$ cat config.mk
export PLATFORM = sky130hd
export DESIGN_NAME = ring_moving_average_warmup_top_flat
export DESIGN_NICKNAME = d
export VERILOG_FILES = /design/src/rtl/rmavg_pkg.sv /design/src/rtl/rmavg_req_if.sv /design/src/rtl/rmavg_rsp_if.sv /design/src/rtl/rmavg_ctrl.sv /design/src/rtl/rmavg_dp.sv /design/src/rtl/ring_moving_average_warmup_top.sv /design/src/flat_wrapper.sv
export SDC_FILE = /design/constraint.sdc
export NUM_CORES = 2
export LEC_CHECK = 0
export BUFFER_PORTS_ARGS = -buffer_cell sky130_fd_sc_hd__buf_2
export CAP_MARGIN = 15
export CORE_UTILIZATION = 50
export DETAILED_ROUTE_END_ITERATION = 10
export PLACE_DENSITY_LB_ADDON = 0.05
export SLEW_MARGIN = 20
export SYNTH_ARGS = -nofsm -noshare
export SYNTH_HDL_FRONTEND = slang
export SYNTH_SLANG_ARGS = --single-unit
export TNS_END_PERCENT = 5
$ cat constraint.sdc
create_clock -name clock -period 7.1 [get_ports clock]
set_input_delay 0.71 -clock clock [delete_from_list [all_inputs] [get_ports clock]]
set_output_delay 0.71 -clock clock [all_outputs]
set_load 0.02 [all_outputs]
$ cat src/rtl/rmavg_pkg.sv
// ----------------------------------------------------------------------------
// rmavg_pkg
// Shared constants and types for the ring moving average with warm-up.
// ----------------------------------------------------------------------------
package rmavg_pkg;

   localparam int WINDOW   = 50;
   localparam int SAMPLE_W = 24;
   localparam int POS_W    = $clog2(WINDOW);
   localparam int CNT_W    = $clog2(WINDOW + 1);
   localparam int SUM_W    = SAMPLE_W + $clog2(WINDOW);
   localparam int STEP_W   = $clog2(SUM_W);

   typedef logic signed [SAMPLE_W-1:0] sample_type;

   // controller to datapath
   typedef struct packed {
      logic load_sample;
      logic update;
      logic prep;
      logic div_step;
      logic out_load;
   } rmavg_cmd_type;

   // datapath to controller
   typedef struct packed {
      logic rsp_free;
   } rmavg_sts_type;

endpackage

$ cat src/rtl/rmavg_req_if.sv
// ----------------------------------------------------------------------------
// rmavg_req_if
// Sample channel: valid/ready handshake with one signed sample.
// ----------------------------------------------------------------------------
interface rmavg_req_if
   import rmavg_pkg::*;
   ();
   logic       valid;
   logic       ready;
   sample_type sample;

   modport source (output valid, output sample, input ready);
   modport sink   (input valid, input sample, output ready);
endinterface

$ cat src/rtl/rmavg_rsp_if.sv
// ----------------------------------------------------------------------------
// rmavg_rsp_if
// Result channel: valid/ready handshake with one signed average.
// ----------------------------------------------------------------------------
interface rmavg_rsp_if
   import rmavg_pkg::*;
   ();
   logic       valid;
   logic       ready;
   sample_type average;

   modport source (output valid, output average, input ready);
   modport sink   (input valid, input average, output ready);
endinterface

$ cat src/rtl/rmavg_ctrl.sv
// ----------------------------------------------------------------------------
// rmavg_ctrl
// Sequencer: accept, ring update, divider setup, divide loop, result hand-off.
// ----------------------------------------------------------------------------
module rmavg_ctrl
   import rmavg_pkg::*;
(
   input  logic          clock,
   input  logic          reset,
   input  logic          req_valid,
   output logic          req_ready,
   input  rmavg_sts_type sts,
   output rmavg_cmd_type cmd
);

   typedef enum logic [4:0] {
      S_IDLE   = 5'b00001,
      S_UPDATE = 5'b00010,
      S_PREP   = 5'b00100,
      S_DIV    = 5'b01000,
      S_DONE   = 5'b10000
   } state_type;

   localparam logic [STEP_W-1:0] STEP_LAST = STEP_W'(SUM_W - 1);

   state_type         state_ff, state_in;
   logic [STEP_W-1:0] step_ff, step_in;
   logic              accept;

   assign req_ready = (state_ff == S_IDLE);
   assign accept    = req_valid && req_ready;

   always_comb begin
      state_in = state_ff;
      step_in  = step_ff;
      cmd      = '0;
      unique case (state_ff)
         S_IDLE: begin
            if (accept) begin
               cmd.load_sample = 1'b1;
               state_in        = S_UPDATE;
            end
         end
         S_UPDATE: begin
            cmd.update = 1'b1;
            state_in   = S_PREP;
         end
         S_PREP: begin
            cmd.prep = 1'b1;
            step_in  = '0;
            state_in = S_DIV;
         end
         S_DIV: begin
            cmd.div_step = 1'b1;
            step_in      = step_ff + 1'b1;
            if (step_ff == STEP_LAST) begin
               state_in = S_DONE;
            end
         end
         S_DONE: begin
            // wait until the output register is free
            if (sts.rsp_free) begin
               cmd.out_load = 1'b1;
               state_in     = S_IDLE;
            end
         end
         default: begin
            state_in = S_IDLE;
         end
      endcase
   end

   always_ff @(posedge clock) begin
      if (reset) begin
         state_ff <= S_IDLE;
         step_ff  <= '0;
      end else begin
         state_ff <= state_in;
         step_ff  <= step_in;
      end
   end

   a_accept_to_update: assert property (@(posedge clock) disable iff (reset)
      accept |=> state_ff == S_UPDATE)
      else $error("accepted transfer did not start a ring update");

   a_div_exit: assert property (@(posedge clock) disable iff (reset)
      (state_ff == S_DIV && step_ff == STEP_LAST) |=> state_ff == S_DONE)
      else $error("divide loop did not end after its last step");

   a_div_len: assert property (@(posedge clock) disable iff (reset)
      (state_ff == S_DIV && step_ff != STEP_LAST) |=> state_ff == S_DIV)
      else $error("divide loop left early");

endmodule

$ cat src/rtl/rmavg_dp.sv
// ----------------------------------------------------------------------------
// rmavg_dp
// Datapath: sample ring, running sum, restoring divider and output register.
// ----------------------------------------------------------------------------
module rmavg_dp
   import rmavg_pkg::*;
(
   input  logic          clock,
   input  logic          reset,
   input  rmavg_cmd_type cmd,
   output rmavg_sts_type sts,
   input  sample_type    req_sample,
   output logic          rsp_valid,
   input  logic          rsp_ready,
   output sample_type    rsp_average
);

   localparam logic [POS_W-1:0] POS_LAST = POS_W'(WINDOW - 1);
   localparam logic [CNT_W-1:0] CNT_FULL = CNT_W'(WINDOW);

   logic [SAMPLE_W-1:0] ring_mem [WINDOW];

   sample_type              sample_ff;
   sample_type              rd_ff;
   logic [POS_W-1:0]        pos_ff, pos_in;
   logic                    full_ff, full_in;
   logic signed [SUM_W-1:0] sum_ff, sum_in;
   logic [SUM_W-1:0]        quo_ff, quo_in;
   logic [CNT_W-1:0]        rem_ff, rem_in;
   logic [CNT_W-1:0]        div_ff;
   logic                    neg_ff;
   logic                    rsp_valid_ff, rsp_valid_in;
   sample_type              avg_ff;
   logic [CNT_W:0]          trial;
   logic [SAMPLE_W-1:0]     quo_low;

   assign sts.rsp_free = !rsp_valid_ff || rsp_ready;
   assign rsp_valid    = rsp_valid_ff;
   assign rsp_average  = avg_ff;

   // ring port: read old entry on accept, write new sample on update
   always_ff @(posedge clock) begin
      if (cmd.load_sample) begin
         sample_ff <= req_sample;
         rd_ff     <= ring_mem[pos_ff];
      end
      if (cmd.update) begin
         ring_mem[pos_ff] <= sample_ff;
      end
   end

   always_comb begin
      pos_in  = pos_ff;
      full_in = full_ff;
      sum_in  = sum_ff;
      if (cmd.update) begin
         sum_in = sum_ff + SUM_W'(sample_ff);
         if (full_ff) begin
            sum_in = sum_in - SUM_W'(rd_ff);
         end
         if (pos_ff == POS_LAST) begin
            pos_in  = '0;
            full_in = 1'b1;
         end else begin
            pos_in = pos_ff + 1'b1;
         end
      end
   end

   // restoring divide, one quotient bit per step
   assign trial = {rem_ff, quo_ff[SUM_W-1]};

   always_comb begin
      quo_in = quo_ff;
      rem_in = rem_ff;
      if (cmd.prep) begin
         quo_in = sum_ff[SUM_W-1] ? SUM_W'(-sum_ff) : SUM_W'(sum_ff);
         rem_in = '0;
      end else if (cmd.div_step) begin
         if (trial >= {1'b0, div_ff}) begin
            rem_in = CNT_W'(trial - {1'b0, div_ff});
            quo_in = {quo_ff[SUM_W-2:0], 1'b1};
         end else begin
            rem_in = CNT_W'(trial);
            quo_in = {quo_ff[SUM_W-2:0], 1'b0};
         end
      end
   end

   assign quo_low = quo_ff[SAMPLE_W-1:0];

   always_ff @(posedge clock) begin
      quo_ff <= quo_in;
      rem_ff <= rem_in;
      if (cmd.prep) begin
         neg_ff <= sum_ff[SUM_W-1];
         div_ff <= full_ff ? CNT_FULL : CNT_W'(pos_ff);
      end
      if (cmd.out_load) begin
         avg_ff <= neg_ff ? sample_type'(-quo_low) : sample_type'(quo_low);
      end
   end

   always_comb begin
      rsp_valid_in = rsp_valid_ff;
      if (cmd.out_load) begin
         rsp_valid_in = 1'b1;
      end else if (rsp_ready) begin
         rsp_valid_in = 1'b0;
      end
   end

   always_ff @(posedge clock) begin
      if (reset) begin
         pos_ff       <= '0;
         full_ff      <= 1'b0;
         sum_ff       <= '0;
         rsp_valid_ff <= 1'b0;
      end else begin
         pos_ff       <= pos_in;
         full_ff      <= full_in;
         sum_ff       <= sum_in;
         rsp_valid_ff <= rsp_valid_in;
      end
   end

   a_pos_range: assert property (@(posedge clock) disable iff (reset)
      pos_ff <= POS_LAST)
      else $error("ring write position out of range");

   a_full_sticky: assert property (@(posedge clock) disable iff (reset)
      full_ff |=> full_ff)
      else $error("ring full flag dropped");

   a_rem_bound: assert property (@(posedge clock) disable iff (reset)
      cmd.out_load |-> rem_ff < div_ff)
      else $error("divider remainder not below divisor");

endmodule

$ cat src/rtl/ring_moving_average_warmup_top.sv
// ----------------------------------------------------------------------------
// ring_moving_average_warmup_top
// Running mean of the most recent samples, with warm-up before the ring fills.
// ----------------------------------------------------------------------------
// Usage:
//   req_chan carries one signed 24-bit sample per transfer; rsp_chan returns
//   one signed 24-bit average per sample, in order. Until the ring of 50
//   samples has filled, the sum is divided by the number of samples seen;
//   after that by 50. Division truncates toward zero.
//   From accept to result valid: the old ring entry is read at the accepting
//   edge, then come the sum and ring update, the divider setup, the
//   bit-serial restoring divider and the load of the output register.
//   One item is in work at a time: a new sample is accepted only once the
//   last result has been loaded into the output register.
//   Reset clears the write position, the full flag, the running sum and the
//   output valid; ring contents are only read once written, so no clearing
//   pass is needed and req_chan.ready rises right after reset.
//   The output register lets a new sample be accepted while a result waits;
//   if the receiver stalls, the next result holds in the datapath and
//   req_chan stays not ready until the waiting result has been taken.
// ----------------------------------------------------------------------------
module ring_moving_average_warmup_top
   import rmavg_pkg::*;
(
   input logic         clock,
   input logic         reset,
   rmavg_req_if.sink   req_chan,
   rmavg_rsp_if.source rsp_chan
);

   rmavg_cmd_type cmd;
   rmavg_sts_type sts;

   rmavg_ctrl u_ctrl (
      .clock     (clock),
      .reset     (reset),
      .req_valid (req_chan.valid),
      .req_ready (req_chan.ready),
      .sts       (sts),
      .cmd       (cmd)
   );

   rmavg_dp u_dp (
      .clock       (clock),
      .reset       (reset),
      .cmd         (cmd),
      .sts         (sts),
      .req_sample  (req_chan.sample),
      .rsp_valid   (rsp_chan.valid),
      .rsp_ready   (rsp_chan.ready),
      .rsp_average (rsp_chan.average)
   );

endmodule

$ cat src/flat_wrapper.sv
// flat-port wrapper written by rule: the top's interface ports become plain ports
module ring_moving_average_warmup_top_flat import rmavg_pkg::*;
  (clock, reset, req_chan_valid, req_chan_sample, req_chan_ready, rsp_chan_valid, rsp_chan_average, rsp_chan_ready);
  rmavg_req_if req_chan_i ();
  rmavg_rsp_if rsp_chan_i ();
  input logic clock;
  input logic reset;
  input wire logic [$bits(req_chan_i.valid)-1:0] req_chan_valid;
  input wire logic [$bits(req_chan_i.sample)-1:0] req_chan_sample;
  output wire logic [$bits(req_chan_i.ready)-1:0] req_chan_ready;
  output wire logic [$bits(rsp_chan_i.valid)-1:0] rsp_chan_valid;
  output wire logic [$bits(rsp_chan_i.average)-1:0] rsp_chan_average;
  input wire logic [$bits(rsp_chan_i.ready)-1:0] rsp_chan_ready;
  assign req_chan_i.valid = req_chan_valid;
  assign req_chan_i.sample = req_chan_sample;
  assign req_chan_ready = req_chan_i.ready;
  assign rsp_chan_valid = rsp_chan_i.valid;
  assign rsp_chan_average = rsp_chan_i.average;
  assign rsp_chan_i.ready = rsp_chan_ready;
  ring_moving_average_warmup_top u_core (.clock(clock), .reset(reset), .req_chan(req_chan_i), .rsp_chan(rsp_chan_i));
endmodule
==> qor.csv <==
metric,value,unit
power.density,346,nW/µm²
slew_headroom,23.7,%
nets,3648,
tightest_slew,1.13,ns
ant_nets,0,
path_buf_inv,2,
cts_tree,built,
wirelength,164000,µm
dp_slack,1.89,ns
synth_flop_cell,edfxtp_1,
dr.pass1.iters,6,
grt_pass1_wl,231000,µm
grt_pass1_vias,31467,
finalNonFillerCells,5059,
drc,0,
wire_per_inst,32.4,µm
cp_slowest_cell,o41ai_1,
rsz0062_at_grt,false,
nFillCells,8271,
final_hold_viol_count,0,
grt_overflow,0,
p_int,15.0,mW
cp_max_fo,27,
hold_path.class,in -> reg,
cp.depth,21,
syn_nets,3526,
grt_max_degree,91,
p_seq_share,45.7,%
portBuffers,53,
synth-edff-count,1309,
ctsHtreeMaxLevel,4,
detail_route.vias_per_cell,6.44,
ctsLongestPathBuffers,3,
cts.sinks,1363,
cts.clk_slew.worst_paths,0.06,ns
ios,54,
gp_congestion,0.919,
outcome,finished clean,
cts_resized,0,
synthCells,3425,
timing.hold.ws,0.148,ns
ys_types,76,
tns,0,ns
ir_drop,221,µV
final-setup-viol-count,0,
yosys_warnings,0,
numCtsBuffers,142,
worstSetupPathType,reg -> reg,
initial_core_util,50.4,%
grtUsageTotal,30.1,%
rrSetupSlack,1.80,ns
crit-reg2reg-launch,u_core.u_dp.sample_ff[1]$_DFFE_PP_,
area_growth,12.8,%
num_vias,32589,
ys_seq_area_share,74.9,%
report.final.slew_viol_count,0,
path_cells,buf_4 -> inv_1 -> fa_1 -> and2b_1 -> o31a_2 -> o21ai_2 -> a2111o_1 -> a41oi_2 -> or2_2 -> a21oi_1 -> xnor2_1 -> ha_1 -> a21oi_1 -> o21ai_0 -> a21oi_1 -> nor2b_1 -> o41ai_1 -> nand4_1 -> and3b_1 -> o21ai_0 -> o31ai_1,
worstSetupStartpointType,flop,
p_leak,19.4,nW
row_count,120,
fin_crit_sh,74.6,%
crit_top_cell,a21oi_1,
core_area,107000,µm²
die_w,330,µm
swShare,28.8,%
rr_worst_depth,21,
async_flop_share,0,%
skew,0.0275,ns
drtIter0Drc,3798,
maxCapViolCount,0,
clkLatencyLatePin,0.74,ns
end_kind,flop,
setup_slack,1.80,ns
cts_setup_buffers,0,
synth_area_per_cell,15.7,µm²
crit_family,compound AO/OA/AOI/OAI gates,
finalCriticalPeriod,5.30,ns
crit_path_max_incr_delay,0.47,ns
dieHeight,330,µm
antenna_found_initial,9,
p_total,21.0,mW
dp.cells,4806,
fmax,189,MHz
dp_hpwl,94700,µm
p_comb_share,20.0,%
switchingPower,6.05,mW
netlist_area,53900,µm²
layout_commonest_cell,edfxtp_1,
worst-endpoint-required,7.73,ns
ctsHoldBuffers,0,
drive_gt1_share,12.3,%
startpoint,u_core.u_dp.sample_ff[1]$_DFFE_PP_,
clockRootBuffer,clkbuf_16,
synth-seq-cells,1363,
cp-endpoint,u_core.u_dp.sum_ff[29]$_SDFFE_PP0P_,
pwr-share-clk,34.3,%
r2r-end,u_core.u_dp.sum_ff[29]$_SDFFE_PP0P_,
worstPathArrival,5.93,ns
dieArea,109000,µm²
layout_common_cells,"edfxtp_1 (1309), a22oi_1 (398), clkbuf_16 (146), nand2_1 (134), nor2_1 (118)",
[layer usage]
layer / part of all wire [%] / vias up / track usage, %
met3: 8.5 / 220 / 5.95
met5: 0.018 / - / 0
li1: - / 14170 / -
met2: 48 / 1449 / 48.6
met1: 41 / 16746 / 41.4
met4: 2.9 / 4 / 9.15
[synthesized netlist by cell type (all sizes together), types with 37 or more instances]
cell | number | area, µm²
edfxtp | 1309 | 39300
a22oi | 398 | 2990
nor2 | 168 | 631
nand2 | 134 | 503
o21ai | 119 | 603
a21oi | 117 | 597
buf | 100 | 462
clkbuf | 98 | 368
a221oi | 95 | 832
a22o | 90 | 788
ha | 70 | 876
inv | 66 | 248
xnor2 | 63 | 552
nand4 | 59 | 369
dfxtp | 54 | 1080
a31oi | 53 | 332
nand3 | 41 | 205
mux2i | 37 | 370
[power by group through the flow]
stage / clock, mW / combinational [mW] / sequential (mW)
after floorplan: 0 / 2.43 / 9.95
after CTS: 7.30 / 4.16 / 9.61
after global placement: 0 / 4.09 / 9.77
final: 7.21 / 4.20 / 9.61
after global routing: 7.60 / 4.52 / 9.63
after detailed placement: 0 / 4.14 / 9.78
[cells by family after synthesis]
| logic type | count (synthesis) | synth area share, % |
|---|---|---|
| AOI/OAI and AO/OA | 1052 | 14.2 |
| xor gates and xnor gates | 99 | 1.62 |
| adders and majority gates | 73 | 1.74 |
| buffers and inverters | 264 | 2.00 |
| DFF | 1363 | 74.9 |
| muxes | 38 | 0.708 |
| and+or+nand+nor | 536 | 4.82 |
[layout make-up]
class / count / area (µm²) / area share [%]
tap: 1403 / 1760 / 2.89
clock buffer: 191 / 3820 / 6.29
antenna: 5 / 12.5 / 0.0206
timing repair buffer: 176 / 1310 / 2.16
inverter: 66 / 248 / 0.407
sequential: 1363 / 40400 / 66.4
multi-input combinational: 1798 / 12600 / 20.8
clock inverter: 57 / 622 / 1.02
[per-stage QoR]
step / utilization, % / instance area [µm²]
finish: 56.9 / 60800
global route: 56.9 / 60800
CTS: 56.9 / 60800
detailed placement: 52.7 / 56300
global placement: 52.7 / 56300
floorplan: - / 53900
[sequential cells by signal, indices dropped and copies added, names as in the netlist]
signal and count:
u_core.u_dp.sample_ff 24, u_core.u_dp.sum_ff 30, u_core.u_dp.full_ff 1, u_core.u_dp.pos_ff 6, u_core.u_dp.quo_ff 30, u_core.u_dp.rsp_average 24
u_core.u_dp.neg_ff 1, u_core.u_ctrl.state_ff 5, u_core.u_dp.ring_mem 1200, u_core.u_dp.rem_ff 6, u_core.u_ctrl.step_ff 5, u_core.u_dp.rd_ff 24
u_core.u_dp.rsp_valid 1, u_core.u_dp.div_ff 6
[worst reg2reg max path, cell delays in order (launching register included)]
cell      delay, ns
edfxtp_1       0.35
buf_4          0.32
inv_1          0.12
fa_1           0.46
and2b_1        0.23
o31a_2         0.18
o21ai_2        0.10
a2111o_1       0.43
a41oi_2        0.46
or2_2          0.22
a21oi_1        0.08
xnor2_1        0.15
ha_1           0.34
a21oi_1        0.15
o21ai_0        0.13
a21oi_1        0.24
nor2b_1        0.10
o41ai_1        0.47
nand4_1        0.16
and3b_1        0.24
o21ai_0        0.16
o31ai_1        0.10
[worst min path at each step]
stage	from	to	slack (ns)	depth (start not counted)
6_report	req_chan_sample[23]	u_core.u_dp.sample_ff[23]$_DFFE_PP_	0.15	1
5_1_grt	req_chan_sample[23]	u_core.u_dp.sample_ff[23]$_DFFE_PP_	0.11	1
2_1_floorplan	u_core.u_dp.rem_ff[5]$_SDFFE_PP0P_	u_core.u_dp.rem_ff[5]$_SDFFE_PP0P_	0.43	2
4_1_cts	req_chan_sample[23]	u_core.u_dp.sample_ff[23]$_DFFE_PP_	0.10	1
3_5_place_dp	u_core.u_dp.rem_ff[5]$_SDFFE_PP0P_	u_core.u_dp.rem_ff[5]$_SDFFE_PP0P_	0.46	2
3_3_place_gp	u_core.u_dp.rem_ff[5]$_SDFFE_PP0P_	u_core.u_dp.rem_ff[5]$_SDFFE_PP0P_	0.44	2
Power figures use the tool's default switching activity.
